**src/design/dlr_pkg.sv**
```systemverilog
// shared types, codes and sizing helpers of the line rasterizer
package dlr_pkg;

  // command codes on the input channel
  typedef enum logic {
    CMD_START = 1'b0,
    CMD_STEP  = 1'b1
  } cmd_e;

  // front end sequencer states
  typedef enum logic [1:0] {
    FE_IDLE,
    FE_DIV,
    FE_PUSH
  } fe_state_e;

  // entries held between front and back
  localparam int QueueDepth = 2;

  // increment: sign, one integer bit, fraction
  function automatic int inc_width(input int frac_bits);
    return frac_bits + 2;
  endfunction

  // queue entry: kind, start x, start y, increment x, increment y, steps
  function automatic int entry_width(input int coord_bits, input int frac_bits);
    return 1 + 3 * coord_bits + 2 * inc_width(frac_bits);
  endfunction

endpackage

```
**src/design/dlr_if.sv**
```systemverilog
// command and pixel channel interfaces
interface dlr_cmd_if #(
  parameter int COORD_BITS = 12
);
  logic                         valid;
  logic                         ready;
  logic                         command;
  logic signed [COORD_BITS-1:0] x_start;
  logic signed [COORD_BITS-1:0] y_start;
  logic signed [COORD_BITS-1:0] x_end;
  logic signed [COORD_BITS-1:0] y_end;

  modport source (output valid, command, x_start, y_start, x_end, y_end, input ready);
  modport sink (input valid, command, x_start, y_start, x_end, y_end, output ready);
endinterface

interface dlr_pix_if #(
  parameter int COORD_BITS = 12
);
  logic                         valid;
  logic                         ready;
  logic signed [COORD_BITS-1:0] pixel_x;
  logic signed [COORD_BITS-1:0] pixel_y;
  logic                         last_pixel;

  modport source (output valid, pixel_x, pixel_y, last_pixel, input ready);
  modport sink (input valid, pixel_x, pixel_y, last_pixel, output ready);
endinterface

```
**src/design/dlr_front.sv**
```systemverilog
// front end: takes commands, sets up lines with a bit-serial divider
module dlr_front
  import dlr_pkg::*;
#(
  parameter int COORD_BITS = 12,
  parameter int FRAC_BITS  = 16
) (
  input  logic                                       clk_i,
  input  logic                                       rst_ni,
  dlr_cmd_if.sink                                    cmd_i,
  output logic                                       push_valid_o,
  input  logic                                       push_ready_i,
  output logic [entry_width(COORD_BITS, FRAC_BITS)-1:0] push_data_o
);

  localparam int IncW  = inc_width(FRAC_BITS);
  localparam int NumW  = COORD_BITS + FRAC_BITS;
  localparam int CntW  = $clog2(NumW);

  typedef struct packed {
    cmd_e                    kind;
    logic [COORD_BITS-1:0]   xs;
    logic [COORD_BITS-1:0]   ys;
    logic [IncW-1:0]         inc_x;
    logic [IncW-1:0]         inc_y;
    logic [COORD_BITS-1:0]   steps;
  } entry_t;

  fe_state_e             state_q, state_d;
  logic [COORD_BITS-1:0] xs_q, ys_q, steps_q;
  logic                  neg_x_q, neg_y_q;
  logic [NumW-1:0]       num_x_q, num_y_q;
  logic [COORD_BITS-1:0] rem_x_q, rem_y_q;
  logic [CntW-1:0]       cnt_q, cnt_d;

  logic                  accept;
  logic                  take_start;
  logic [COORD_BITS:0]   dx, dy;
  logic [COORD_BITS:0]   adx_w, ady_w;
  logic [COORD_BITS-1:0] adx, ady, steps_w;
  logic [COORD_BITS:0]   shift_x, shift_y;
  logic                  ge_x, ge_y;
  logic [COORD_BITS:0]   sub_x, sub_y;
  logic [IncW-1:0]       mag_x, mag_y;
  entry_t                entry;

  assign cmd_i.ready = (state_q == FE_IDLE) && push_ready_i;
  assign accept      = cmd_i.valid && cmd_i.ready;
  assign take_start  = accept && (cmd_e'(cmd_i.command) == CMD_START);

  // endpoint deltas and their magnitudes
  assign dx     = {cmd_i.x_end[COORD_BITS-1], cmd_i.x_end}
                - {cmd_i.x_start[COORD_BITS-1], cmd_i.x_start};
  assign dy     = {cmd_i.y_end[COORD_BITS-1], cmd_i.y_end}
                - {cmd_i.y_start[COORD_BITS-1], cmd_i.y_start};
  assign adx_w  = dx[COORD_BITS] ? -dx : dx;
  assign ady_w  = dy[COORD_BITS] ? -dy : dy;
  assign adx    = adx_w[COORD_BITS-1:0];
  assign ady    = ady_w[COORD_BITS-1:0];
  assign steps_w = (adx > ady) ? adx : ady;

  // one quotient bit per cycle on each axis
  assign shift_x = {rem_x_q, num_x_q[NumW-1]};
  assign shift_y = {rem_y_q, num_y_q[NumW-1]};
  assign ge_x    = shift_x >= {1'b0, steps_q};
  assign ge_y    = shift_y >= {1'b0, steps_q};
  assign sub_x   = ge_x ? shift_x - {1'b0, steps_q} : shift_x;
  assign sub_y   = ge_y ? shift_y - {1'b0, steps_q} : shift_y;

  // quotient never exceeds one, so it fits in the fraction plus one bit
  assign mag_x = {1'b0, num_x_q[FRAC_BITS:0]};
  assign mag_y = {1'b0, num_y_q[FRAC_BITS:0]};

  always_comb begin
    entry = '0;
    if (state_q == FE_PUSH) begin
      entry.kind  = CMD_START;
      entry.xs    = xs_q;
      entry.ys    = ys_q;
      entry.inc_x = neg_x_q ? -mag_x : mag_x;
      entry.inc_y = neg_y_q ? -mag_y : mag_y;
      entry.steps = steps_q;
    end else begin
      entry.kind  = CMD_STEP;
    end
  end

  assign push_data_o  = entry;
  assign push_valid_o = (state_q == FE_PUSH)
                     || (accept && (cmd_e'(cmd_i.command) == CMD_STEP));

  always_comb begin
    state_d = state_q;
    cnt_d   = cnt_q;
    case (state_q)
      FE_IDLE: begin
        cnt_d = '0;
        if (take_start) begin
          state_d = (steps_w == '0) ? FE_PUSH : FE_DIV;
        end
      end
      FE_DIV: begin
        cnt_d = cnt_q + CntW'(1);
        if (cnt_q == CntW'(NumW - 1)) begin
          state_d = FE_PUSH;
        end
      end
      FE_PUSH: begin
        if (push_ready_i) begin
          state_d = FE_IDLE;
        end
      end
      default: state_d = FE_IDLE;
    endcase
  end

  always_ff @(posedge clk_i or negedge rst_ni) begin
    if (!rst_ni) begin
      state_q <= FE_IDLE;
      cnt_q   <= '0;
    end else begin
      state_q <= state_d;
      cnt_q   <= cnt_d;
    end
  end

  always_ff @(posedge clk_i) begin
    if (take_start) begin
      xs_q    <= cmd_i.x_start;
      ys_q    <= cmd_i.y_start;
      steps_q <= steps_w;
      neg_x_q <= dx[COORD_BITS];
      neg_y_q <= dy[COORD_BITS];
      num_x_q <= {adx, {FRAC_BITS{1'b0}}};
      num_y_q <= {ady, {FRAC_BITS{1'b0}}};
      rem_x_q <= '0;
      rem_y_q <= '0;
    end else if (state_q == FE_DIV) begin
      num_x_q <= {num_x_q[NumW-2:0], ge_x};
      num_y_q <= {num_y_q[NumW-2:0], ge_y};
      rem_x_q <= sub_x[COORD_BITS-1:0];
      rem_y_q <= sub_y[COORD_BITS-1:0];
    end
  end

endmodule

```
**src/design/dlr_queue.sv**
```systemverilog
// small queue between the front end and the pixel stepper
module dlr_queue
  import dlr_pkg::*;
#(
  parameter int WIDTH = 8
) (
  input  logic             clk_i,
  input  logic             rst_ni,
  input  logic             push_valid_i,
  output logic             push_ready_o,
  input  logic [WIDTH-1:0] push_data_i,
  output logic             pop_valid_o,
  input  logic             pop_ready_i,
  output logic [WIDTH-1:0] pop_data_o
);

  localparam int PtrW = (QueueDepth > 1) ? $clog2(QueueDepth) : 1;
  localparam int CntW = $clog2(QueueDepth + 1);

  logic [WIDTH-1:0] mem_q [QueueDepth];
  logic [PtrW-1:0]  wr_ptr_q, rd_ptr_q;
  logic [CntW-1:0]  count_q;
  logic             do_push, do_pop;

  assign push_ready_o = count_q != CntW'(QueueDepth);
  assign pop_valid_o  = count_q != '0;
  assign pop_data_o   = mem_q[rd_ptr_q];
  assign do_push      = push_valid_i && push_ready_o;
  assign do_pop       = pop_valid_o && pop_ready_i;

  always_ff @(posedge clk_i or negedge rst_ni) begin
    if (!rst_ni) begin
      wr_ptr_q <= '0;
      rd_ptr_q <= '0;
      count_q  <= '0;
    end else begin
      if (do_push) begin
        wr_ptr_q <= (wr_ptr_q == PtrW'(QueueDepth - 1)) ? '0 : wr_ptr_q + PtrW'(1);
      end
      if (do_pop) begin
        rd_ptr_q <= (rd_ptr_q == PtrW'(QueueDepth - 1)) ? '0 : rd_ptr_q + PtrW'(1);
      end
      if (do_push && !do_pop) begin
        count_q <= count_q + CntW'(1);
      end else if (do_pop && !do_push) begin
        count_q <= count_q - CntW'(1);
      end
    end
  end

  always_ff @(posedge clk_i) begin
    if (do_push) begin
      mem_q[wr_ptr_q] <= push_data_i;
    end
  end

endmodule

```
**src/design/dlr_back.sv**
```systemverilog
// back end: holds the line state and steps one pixel per transfer
module dlr_back
  import dlr_pkg::*;
#(
  parameter int COORD_BITS = 12,
  parameter int FRAC_BITS  = 16
) (
  input  logic                                          clk_i,
  input  logic                                          rst_ni,
  input  logic                                          pop_valid_i,
  output logic                                          pop_ready_o,
  input  logic [entry_width(COORD_BITS, FRAC_BITS)-1:0] pop_data_i,
  dlr_pix_if.source                                     pix_o
);

  localparam int IncW = inc_width(FRAC_BITS);
  localparam int PosW = COORD_BITS + FRAC_BITS;
  localparam logic [PosW-1:0] Half = PosW'(1) << (FRAC_BITS - 1);

  typedef struct packed {
    cmd_e                    kind;
    logic [COORD_BITS-1:0]   xs;
    logic [COORD_BITS-1:0]   ys;
    logic [IncW-1:0]         inc_x;
    logic [IncW-1:0]         inc_y;
    logic [COORD_BITS-1:0]   steps;
  } entry_t;

  entry_t                entry;
  logic [PosW-1:0]       pos_x_q, pos_y_q;
  logic [IncW-1:0]       inc_x_q, inc_y_q;
  logic [COORD_BITS-1:0] left_q;
  logic                  out_valid_q;
  logic [COORD_BITS-1:0] out_x_q, out_y_q;
  logic                  out_last_q;

  logic                  slot_free;
  logic                  is_step, emit, take;
  logic [PosW-1:0]       rnd_x, rnd_y;

  assign entry     = entry_t'(pop_data_i);
  assign slot_free = !out_valid_q || pix_o.ready;
  assign is_step   = entry.kind == CMD_STEP;
  // a step with nothing left is dropped without needing the output slot
  assign pop_ready_o = !is_step || (left_q == '0) || slot_free;
  assign take        = pop_valid_i && pop_ready_o;
  assign emit        = take && is_step && (left_q != '0);

  // round to nearest, ties toward plus infinity
  assign rnd_x = pos_x_q + Half;
  assign rnd_y = pos_y_q + Half;

  assign pix_o.valid      = out_valid_q;
  assign pix_o.pixel_x    = out_x_q;
  assign pix_o.pixel_y    = out_y_q;
  assign pix_o.last_pixel = out_last_q;

  always_ff @(posedge clk_i or negedge rst_ni) begin
    if (!rst_ni) begin
      pos_x_q     <= '0;
      pos_y_q     <= '0;
      inc_x_q     <= '0;
      inc_y_q     <= '0;
      left_q      <= '0;
      out_valid_q <= 1'b0;
    end else begin
      if (take && !is_step) begin
        pos_x_q <= {entry.xs, {FRAC_BITS{1'b0}}};
        pos_y_q <= {entry.ys, {FRAC_BITS{1'b0}}};
        inc_x_q <= entry.inc_x;
        inc_y_q <= entry.inc_y;
        left_q  <= entry.steps;
      end else if (emit) begin
        pos_x_q <= pos_x_q + {{(PosW-IncW){inc_x_q[IncW-1]}}, inc_x_q};
        pos_y_q <= pos_y_q + {{(PosW-IncW){inc_y_q[IncW-1]}}, inc_y_q};
        left_q  <= left_q - COORD_BITS'(1);
      end
      if (emit) begin
        out_valid_q <= 1'b1;
      end else if (pix_o.ready) begin
        out_valid_q <= 1'b0;
      end
    end
  end

  always_ff @(posedge clk_i) begin
    if (emit) begin
      out_x_q    <= rnd_x[PosW-1:FRAC_BITS];
      out_y_q    <= rnd_y[PosW-1:FRAC_BITS];
      out_last_q <= left_q == COORD_BITS'(1);
    end
  end

endmodule

```
**src/design/dda_line_rasterizer.sv**
```systemverilog
// DDA line rasterizer top level
//
// A start command takes two endpoints and sets up a line of max(|dx|, |dy|)
// pixels; each step command then yields one pixel (start point included, end
// point excluded, the final one flagged by last_pixel) and a step with no line
// left yields nothing. Step commands pass at one per cycle while the queue has
// room. After a start command transfers, ready stays low while a bit-serial
// divider forms both axis increments, one quotient bit per cycle, and then
// while the line is handed to the queue. A zero-length start skips the
// divider and goes straight to the hand-off. A two-entry queue sits between
// command setup and pixel stepping, and pixels leave through an output
// register, so the command side keeps moving while a pixel waits to transfer;
// outside line setup, commands stall only once the queue is full.
module dda_line_rasterizer
  import dlr_pkg::*;
#(
  parameter int COORD_BITS = 12,
  parameter int FRAC_BITS  = 16
) (
  input  logic      clk_i,
  input  logic      rst_ni,
  dlr_cmd_if.sink   cmd_i,
  dlr_pix_if.source pix_o
);

  localparam int EntryW = entry_width(COORD_BITS, FRAC_BITS);

  logic              push_valid, push_ready;
  logic [EntryW-1:0] push_data;
  logic              pop_valid, pop_ready;
  logic [EntryW-1:0] pop_data;

  dlr_front #(
    .COORD_BITS (COORD_BITS),
    .FRAC_BITS  (FRAC_BITS)
  ) u_front (
    .clk_i        (clk_i),
    .rst_ni       (rst_ni),
    .cmd_i        (cmd_i),
    .push_valid_o (push_valid),
    .push_ready_i (push_ready),
    .push_data_o  (push_data)
  );

  dlr_queue #(
    .WIDTH (EntryW)
  ) u_queue (
    .clk_i        (clk_i),
    .rst_ni       (rst_ni),
    .push_valid_i (push_valid),
    .push_ready_o (push_ready),
    .push_data_i  (push_data),
    .pop_valid_o  (pop_valid),
    .pop_ready_i  (pop_ready),
    .pop_data_o   (pop_data)
  );

  dlr_back #(
    .COORD_BITS (COORD_BITS),
    .FRAC_BITS  (FRAC_BITS)
  ) u_back (
    .clk_i       (clk_i),
    .rst_ni      (rst_ni),
    .pop_valid_i (pop_valid),
    .pop_ready_o (pop_ready),
    .pop_data_i  (pop_data),
    .pix_o       (pix_o)
  );

endmodule
```
**src/flat_wrapper.sv**
```systemverilog
// flat-port wrapper written by rule: the top's interface ports become plain ports
module dda_line_rasterizer_flat import dlr_pkg::*;
#(
  parameter int COORD_BITS = 12,
  parameter int FRAC_BITS  = 16
)
  (clk_i, rst_ni, cmd_i_valid, cmd_i_command, cmd_i_x_start, cmd_i_y_start, cmd_i_x_end, cmd_i_y_end, cmd_i_ready, pix_o_valid, pix_o_pixel_x, pix_o_pixel_y, pix_o_last_pixel, pix_o_ready);
  dlr_cmd_if #(.COORD_BITS(COORD_BITS)) cmd_i_i ();
  dlr_pix_if #(.COORD_BITS(COORD_BITS)) pix_o_i ();
  input  logic clk_i;
  input  logic rst_ni;
  input wire logic [$bits(cmd_i_i.valid)-1:0] cmd_i_valid;
  input wire logic [$bits(cmd_i_i.command)-1:0] cmd_i_command;
  input wire logic [$bits(cmd_i_i.x_start)-1:0] cmd_i_x_start;
  input wire logic [$bits(cmd_i_i.y_start)-1:0] cmd_i_y_start;
  input wire logic [$bits(cmd_i_i.x_end)-1:0] cmd_i_x_end;
  input wire logic [$bits(cmd_i_i.y_end)-1:0] cmd_i_y_end;
  output wire logic [$bits(cmd_i_i.ready)-1:0] cmd_i_ready;
  output wire logic [$bits(pix_o_i.valid)-1:0] pix_o_valid;
  output wire logic [$bits(pix_o_i.pixel_x)-1:0] pix_o_pixel_x;
  output wire logic [$bits(pix_o_i.pixel_y)-1:0] pix_o_pixel_y;
  output wire logic [$bits(pix_o_i.last_pixel)-1:0] pix_o_last_pixel;
  input wire logic [$bits(pix_o_i.ready)-1:0] pix_o_ready;
  assign cmd_i_i.valid = cmd_i_valid;
  assign cmd_i_i.command = cmd_i_command;
  assign cmd_i_i.x_start = cmd_i_x_start;
  assign cmd_i_i.y_start = cmd_i_y_start;
  assign cmd_i_i.x_end = cmd_i_x_end;
  assign cmd_i_i.y_end = cmd_i_y_end;
  assign cmd_i_ready = cmd_i_i.ready;
  assign pix_o_valid = pix_o_i.valid;
  assign pix_o_pixel_x = pix_o_i.pixel_x;
  assign pix_o_pixel_y = pix_o_i.pixel_y;
  assign pix_o_last_pixel = pix_o_i.last_pixel;
  assign pix_o_i.ready = pix_o_ready;
  dda_line_rasterizer #(.COORD_BITS(COORD_BITS), .FRAC_BITS(FRAC_BITS)) u_core (.clk_i(clk_i), .rst_ni(rst_ni), .cmd_i(cmd_i_i), .pix_o(pix_o_i));
endmodule
```
**config.mk**
```make
export PLATFORM = sky130hd
export DESIGN_NAME = dda_line_rasterizer_flat
export DESIGN_NICKNAME = d
export VERILOG_FILES = /design/src/design/dlr_pkg.sv /design/src/design/dlr_if.sv /design/src/design/dlr_front.sv /design/src/design/dlr_queue.sv /design/src/design/dlr_back.sv /design/src/design/dda_line_rasterizer.sv /design/src/flat_wrapper.sv
export SDC_FILE = /design/constraint.sdc
export NUM_CORES = 1
export LEC_CHECK = 0
export BUFFER_PORTS_ARGS = -buffer_cell sky130_fd_sc_hd__buf_4
export CAP_MARGIN = 20
export CORE_ASPECT_RATIO = 1.2
export CORE_UTILIZATION = 28
export CTS_CLUSTER_SIZE = 24
export DETAILED_ROUTE_END_ITERATION = 16
export PLACE_DENSITY = 0.41
export SYNTH_ARGS = -nofsm -noshare
export SYNTH_HDL_FRONTEND = slang
export SYNTH_HIERARCHICAL = 1
export SYNTH_SLANG_ARGS = --single-unit
```
**constraint.sdc**
```tcl
create_clock -name clk_i -period 7.6 [get_ports clk_i]
set_input_delay 0.76 -clock clk_i [delete_from_list [all_inputs] [get_ports clk_i]]
set_output_delay 0.76 -clock clk_i [all_outputs]
set_load 0.01 [all_outputs]
```
==> run_results.csv, run 1 <==
group,metric,value,unit
setup_path,end_kind,"flip-flop",
cts,clock_latency,0.60,ns
setup_path,path_class,"input port to flip-flop",
power,vdd_drop_max,0.000174,V
cells_and_area,drive_gt1_share,12.9,%
sta,timing.setup.tns,0,ns
grt,gr-total-overflow,0,
grt,antenna_found_initial,3,
synth,yosysTopAreaCell,"edfxtp_1",
synth,synth_nets,2431,
worst_hold_path,hp-class,"input port to asynchronous set/reset pin",
cts,cts_tree,"yes",
floorplan,die_h,316,um
drt,routed_wl,59.0,mm
synth,synth_most_common_cell,"nand2_1",
drt,drcViolationCount,0,
setup_path,startpoint,"cmd_i_y_start[0]",
cells_and_area,finish.net_count,2490,
placed_design,gp_congestion,0.821,
setup_path,worstRegToRegCells,9,
drt,wl_met3,1.84,mm
placed_design,numPortBuffers,79,
grt,grt_usage,14.2,%
cts,clk_pin_slew,0.06,ns
status,status,"complete, no violations",
sta,postLayoutSetupSlackWorst,2.64,ns
synth,syn_area_per_cell,10.2,um^2
synth,synth_top_area_share,30.4,%
setup_path,crit_path_max_fanout,10,
cts,htree_num_levels,2,
power,power.density,441,nW/um^2
setup_path,crit_arrival,5.39,ns
floorplan,rows,114,
sta,tightest_slew,0.920,ns
synth,yosysWarnings,6,
synth,synth-seq-cells,405,
synth,synth_seq_area_share,47.9,%
grt,grt_pass1_vias,16351,
drt,met2_length,28.3,mm
grt,grt_start_max_net_pins,75,
placed_design,placed_area,24700,um^2
synth,synth_edf_count,233,
drt,drtIter0Drc,928,
sta,min_period_over_period,65.3,%
grt,grt_pass1_wl,93.7,mm
floorplan,start_util,28.4,%
synth,postSynthCellCount,2248,
drt,routed_via_density,4.83,
drt,drtPass1Iterations,5,
sta,relSlewSlack,38.7,%
placed_design,place_ws,2.04,ns
synth,synth_flop_cell,"edfxtp_1",
drt,wire_per_inst,17.4,um
synth,netlist_area,23000,um^2
cts,cts_made_buffers,50,
power,p_leak,10.9,nW
synth,synth_cell_type_count,96,
cts,numClockSinks,405,
sta,hold_violations,0,
sta,clock_skew,0.0271,ns
drt,wl_met1,27.7,mm
cells_and_area,area_delta_synth_final,14.2,%
cts,root_buffer,"clkbuf_16",
floorplan,die_x,264,um
cts,post_cts.repair.setup_buffers,0,
setup_path,crit_required,8.03,ns
drt,dr_total_vias,16401,
floorplan,num_io_pins,80,
cts,post_cts_resized,0,
placed_design,hpwl,41.0,mm
sta,fmax,0.201,GHz
floorplan,die-area,83300,um^2
sta,rsz0062_at_grt,"no",
synth,synthTopCellsByCount,"nand2_1 (325), edfxtp_1 (233), o21ai_0 (161), nor2_1 (153), ha_1 (124)",
synth,synthTopCellsByArea,"edfxtp_1 (30%), dfrtp_1 (13%), ha_1 (6.7%)",
sta,setup_violations,0,
synth,synthArstFlopShare,28.6,%
cells_and_area,fillers,8180,
floorplan,core-area,80900,um^2
drt,topRoutingLayerUsed,"met4",
flow_run,cap_violations,0,
cts,clockBufferDepth,3,
drt,ant_nets,0,
cts,hold_buffers,0,
sta,slew_viol_final,0,
sta,min_period,4.96,ns
setup_path,timing.rr.start,"u_core/u_queue/count_q[0]",
cells_and_area,final_area,26300,um^2
setup_path,cp-start-kind,"input port",
-- metal layers --
metal | vias to the layer above | GRT usage, %
li1 | 8202 | -
met1 | 7866 | 18.8
met2 | 255 | 24.2
met3 | 78 | 1.97
met4 | 0 | 3.88
met5 | - | 0
-- final cells by class --
cell class / instances / area, um^2 / share of cell area [%]
tap: 1044 / 1310 / 4.97
sequential: 405 / 11000 / 42.0
multi-input combinational: 1658 / 11200 / 42.8
clock inverter: 24 / 184 / 0.700
timing repair buffer: 99 / 763 / 2.91
clock buffer: 70 / 1380 / 5.25
antenna: 1 / 2.50 / 0.00953
inverter: 93 / 352 / 1.34
-- cells by family after synthesis --
family	Yosys count	share of synthesized area [%]
AO/OA/AOI/OAI	524	14.8
multiplexers	105	5.97
buffers and inverters	185	3.35
XOR/XNOR	155	5.97
flip-flops	405	47.9
AND/OR/NAND/NOR	744	14.7
adder cells (fa/ha/maj)	130	7.27
-- stage by stage --
stage	hold WS, ns	cells	total power [mW]	util, %
2_1_floorplan	0.449	2248	7.88	-
3_3_place_gp	0.465	3298	9.33	30.5
3_5_place_dp	0.472	3298	9.38	30.5
4_1_cts	0.0784	3392	11.8	32.4
5_1_grt	0.0997	3394	12.6	32.5
6_report	0.0975	3394	11.6	32.5
-- registers in the layout (all words and copies together) (netlist names), 18 cells and up --
| signal | flops |
|---|---|
| u_core/u_front/num_x_q | 28 |
| u_core/u_back/pos_x_q | 28 |
| u_core/u_back/pos_y_q | 28 |
| u_core/u_front/num_y_q | 28 |
| u_core/u_queue/mem_q | 146 |
| u_core/u_back/inc_y_q | 18 |
| u_core/u_back/inc_x_q | 18 |
-- path summary, 6_finish.rpt --
check                                                   to  slack (ns)
worst max-delay path             u_core/u_front/state_q[0]        2.64
worst min-delay path              u_core/u_back/pos_y_q[2]         0.1
worst max register to register  u_core/u_front/num_x_q[16]        4.11
worst min register to register   u_core/u_back/inc_y_q[16]        0.48
max in group asynchronous        u_core/u_back/inc_x_q[17]        5.91
min in group clk_i                 u_core/u_front/ys_q[10]        0.36
-- power by group --
part | leakage (nW) | internal [mW] | switching, mW
logic | 5.98 | 2.26 | 3.19
registers | 4.11 | 3.25 | 0.583
clock network | 0.765 | 1.33 | 0.956
total | 10.9 | 6.84 | 4.73
-- placed cells by master (no fill, tap or decap), types with 10 or more instances in the layout --
master and instances:
nand3_1 66, nor3_1 36, o31ai_1 12, dfrtp_1 115, a22o_1 12, mux2_4 60, inv_1 88, nand2_1 324
xor2_1 68, nor2b_1 24, or3_1 10, and3_1 18, a21oi_1 121, nand2b_1 19, a21o_1 57, nor2_1 152
ha_1 124, clkbuf_1 16, dfxtp_1 56, mux2_2 16, a22oi_1 15, o21a_1 12, xnor2_1 85, and2_1 31
edfxtp_1 233, mux2i_1 28, o21ai_0 161, clkbuf_16 51, a211oi_1 18, nand4_1 16, buf_4 98, a31oi_1 17
-- critical path: stages --
cell and delay [ns]:
buf_4 0.11, ha_1 0.21, fa_1 0.41, nand2b_1 0.20, a21o_1 0.20, a311oi_1 0.47, nand2_1 0.24, nor4_1 0.34
a31oi_1 0.15, xnor2_1 0.20, ha_1 0.32, nand4_1 0.12, nor2_1 0.13, nand2_1 0.07, or2_2 0.30, o21a_1 0.24
mux2i_1 0.19, or2_0 0.27, nor4b_2 0.30, a32oi_1 0.15
Note: power is estimated with default switching activity, not from simulation.
==> inputs of run 2 (changes only) <==
Clock period 7.6 ns to 4.9 ns, I/O delays scaled along.
==> run 2 against run 1 <==
Net effect: sequential power up 54%; die area did not move; sequential share of layout area shrank 0.84 points; count of clock-buffer cells in the layout rose by 1; setup slack got worse by 2.3 ns; clock skew is 0.012 ns higher; clock power increased by 49%; critical path type unchanged.
==> run_results.csv, run 2 (synthesized netlist as in run 1, its figures left out) <==
group,metric,value,unit
grt,grt_pass1_vias,17015,
power,p_leak,11.2,nW
cells_and_area,layout_common_cells,"nand2_1 (324), edfxtp_1 (233), buf_4 (176), o21ai_0 (161), nor2_1 (151)",
grt,grt_pass1_wl,96.1,mm
cts,numClockSinks,405,
power,p_total,18.1,mW
drt,drcViolationCount,0,
grt,gr-total-overflow,0,
power,p_int,10.7,mW
grt,globalRouteMet2Util,24.9,%
drt,routed_via_density,4.77,
flow_run,cap_violations,0,
drt,ant_nets,0,
setup_path,crit_path_max_fanout,7,
worst_hold_path,hp-class,"input port to flip-flop",
placed_design,numPortBuffers,79,
placed_design,gp_congestion,0.853,
power,power.density,675,nW/um^2
sta,hold_violations,0,
setup_path,cp-start-kind,"input port",
cells_and_area,area_delta_synth_final,16.5,%
worst_hold_path,hold_path_end,"u_core/u_front/xs_q[4]",
floorplan,die-area,83300,um^2
worst_hold_path,hold_path_depth,1,
power,vdd_drop_max,0.000300,V
setup_path,end_kind,"flip-flop",
drt,wire_per_inst,17.2,um
cells_and_area,regMostFlops,"u_core/u_queue/mem_q",
placed_design,placed_area,25300,um^2
sta,tightest_slew,0.856,ns
cts,cts_made_buffers,47,
cells_and_area,utilization,33.1,%
floorplan,start_util,28.4,%
cts,clockBufferDepth,3,
sta,setup_violations,0,
setup_path,crit_required,5.31,ns
placed_design,hpwl,42.7,mm
drt,drtPass1Iterations,5,
setup_path,crit_arrival,4.93,ns
setup_path,regToRegEndpoint,"u_core/u_front/num_x_q[27]",
setup_path,rrSetupSlack,1.46,ns
grt,antenna_found_initial,0,
cts,clk_pin_slew,0.06,ns
grt,grt_start_max_net_pins,68,
cts,post_cts.repair.setup_buffers,0,
cells_and_area,final_area,26800,um^2
cells_and_area,finish.net_count,2567,
cells_and_area,fin_cells,3467,
cts,htree_num_levels,2,
floorplan,rows,114,
placed_design,dp.cells,3378,
power,combPwrFrac,48.5,%
cells_and_area,insertedDiodeCount,0,
cells_and_area,drive_gt1_share,15.6,%
power,p_switching,7.37,mW
grt,met1_usage,18.9,%
drt,drtIter0Drc,872,
worst_hold_path,min_from,"cmd_i_x_start[4]",
setup_path,path_class,"input port to flip-flop",
floorplan,die_h,316,um
power,sw_frac_of_total,40.8,%
sta,rsz0062_at_grt,"no",
cts,cts_tree,"yes",
cells_and_area,layout_commonest_cell,"nand2_1",
sta,slew_viol_final,0,
floorplan,num_io_pins,80,
floorplan,core-area,80900,um^2
sta,min_period_over_period,92.2,%
floorplan,die_x,264,um
drt,dr_total_vias,16548,
sta,holdWs,0.0962,ns
drt,routed_wl,59.5,mm
sta,clock_skew,0.0395,ns
setup_path,timing.rr.start,"u_core/u_queue/count_q[0]",
status,status,"complete, no violations",
cts,clock_latency,0.61,ns
power,pwr-share-seq,32.6,%
power,clockPowerShare,18.9,%
sta,fmax,0.221,GHz
setup_path,startpoint,"cmd_i_x_start[0]",
sta,relSlewSlack,42.9,%
grt,use_met3,1.92,%
setup_path,worstRegToRegCells,9,
cts,root_buffer,"clkbuf_16",
cells_and_area,largest_reg_flops,146,
grt,busiest_layer,"met2",
grt,grt_usage,14.5,%
sta,min_period,4.52,ns
run 2: per-layer routing:
| layer | routed length (um) | share of wire, % | up-vias |
|---|---|---|---|
| met1 | 27800 | 47 | 7924 |
| met4 | 1410 | 2.4 | 0 |
| li1 | - | - | 8344 |
| met5 | 0 | 0 | - |
| met2 | 28600 | 48 | 201 |
| met3 | 1720 | 2.9 | 79 |
run 2: through the flow:
step                setup slack (ns)  setup TNS [ns]
finish                         0.381               0
global route                  0.0115               0
CTS                            0.410               0
detailed placement            -0.220          -0.387
global placement              -0.130          -0.210
floorplan                      0.267               0
run 2: worst max-delay path, cell delays in order:
cell and delay [ns]:
buf_4 0.12, ha_1 0.23, fa_1 0.41, nor2b_1 0.16, o2111ai_2 0.14, and3_1 0.23, nor3_1 0.23, o31a_1 0.21
nand4b_1 0.17, a221o_1 0.38, o221a_2 0.14, ha_1 0.30, nand4_1 0.12, nor2_1 0.12, nand2_1 0.08, or2_2 0.30
o21a_1 0.22, mux2i_1 0.17, or2_0 0.25, nor4b_2 0.32, a32oi_1 0.15
run 2: repair_timing:
item	in CTS	in global routing
setup endpoints to repair	0	1
resized for setup	0	2
hold buffers	1	0
endpoints found under the hold margin	42	0
run 2: final cells by class:
class | count | area [um^2]
clock buffer | 71 | 1310
clock inverter | 17 | 171
fill | 8151 | 54100
inverter | 93 | 352
multi-input combinational | 1658 | 11300
sequential | 405 | 11000
tap | 1044 | 1310
timing repair buffer | 179 | 1380
run 2: power groups by stage:
stage	combinational, mW	sequential [mW]	clock [mW]
after floorplan	6.50	5.71	0
after global placement	8.76	5.95	0
after detailed placement	8.86	5.97	0
after CTS	8.91	5.91	3.56
after global routing	9.87	6.05	3.68
final	8.78	5.90	3.41
run 2: worst max-delay path by stage:
stage | to | cells after the start
finish | u_core/u_front/state_q[0] | 21
global route | u_core/u_front/state_q[0] | 22
CTS | u_core/u_front/state_q[0] | 19
detailed placement | u_core/u_front/state_q[0] | 21
global placement | u_core/u_front/state_q[0] | 21
floorplan | u_core/u_front/state_q[0] | 22
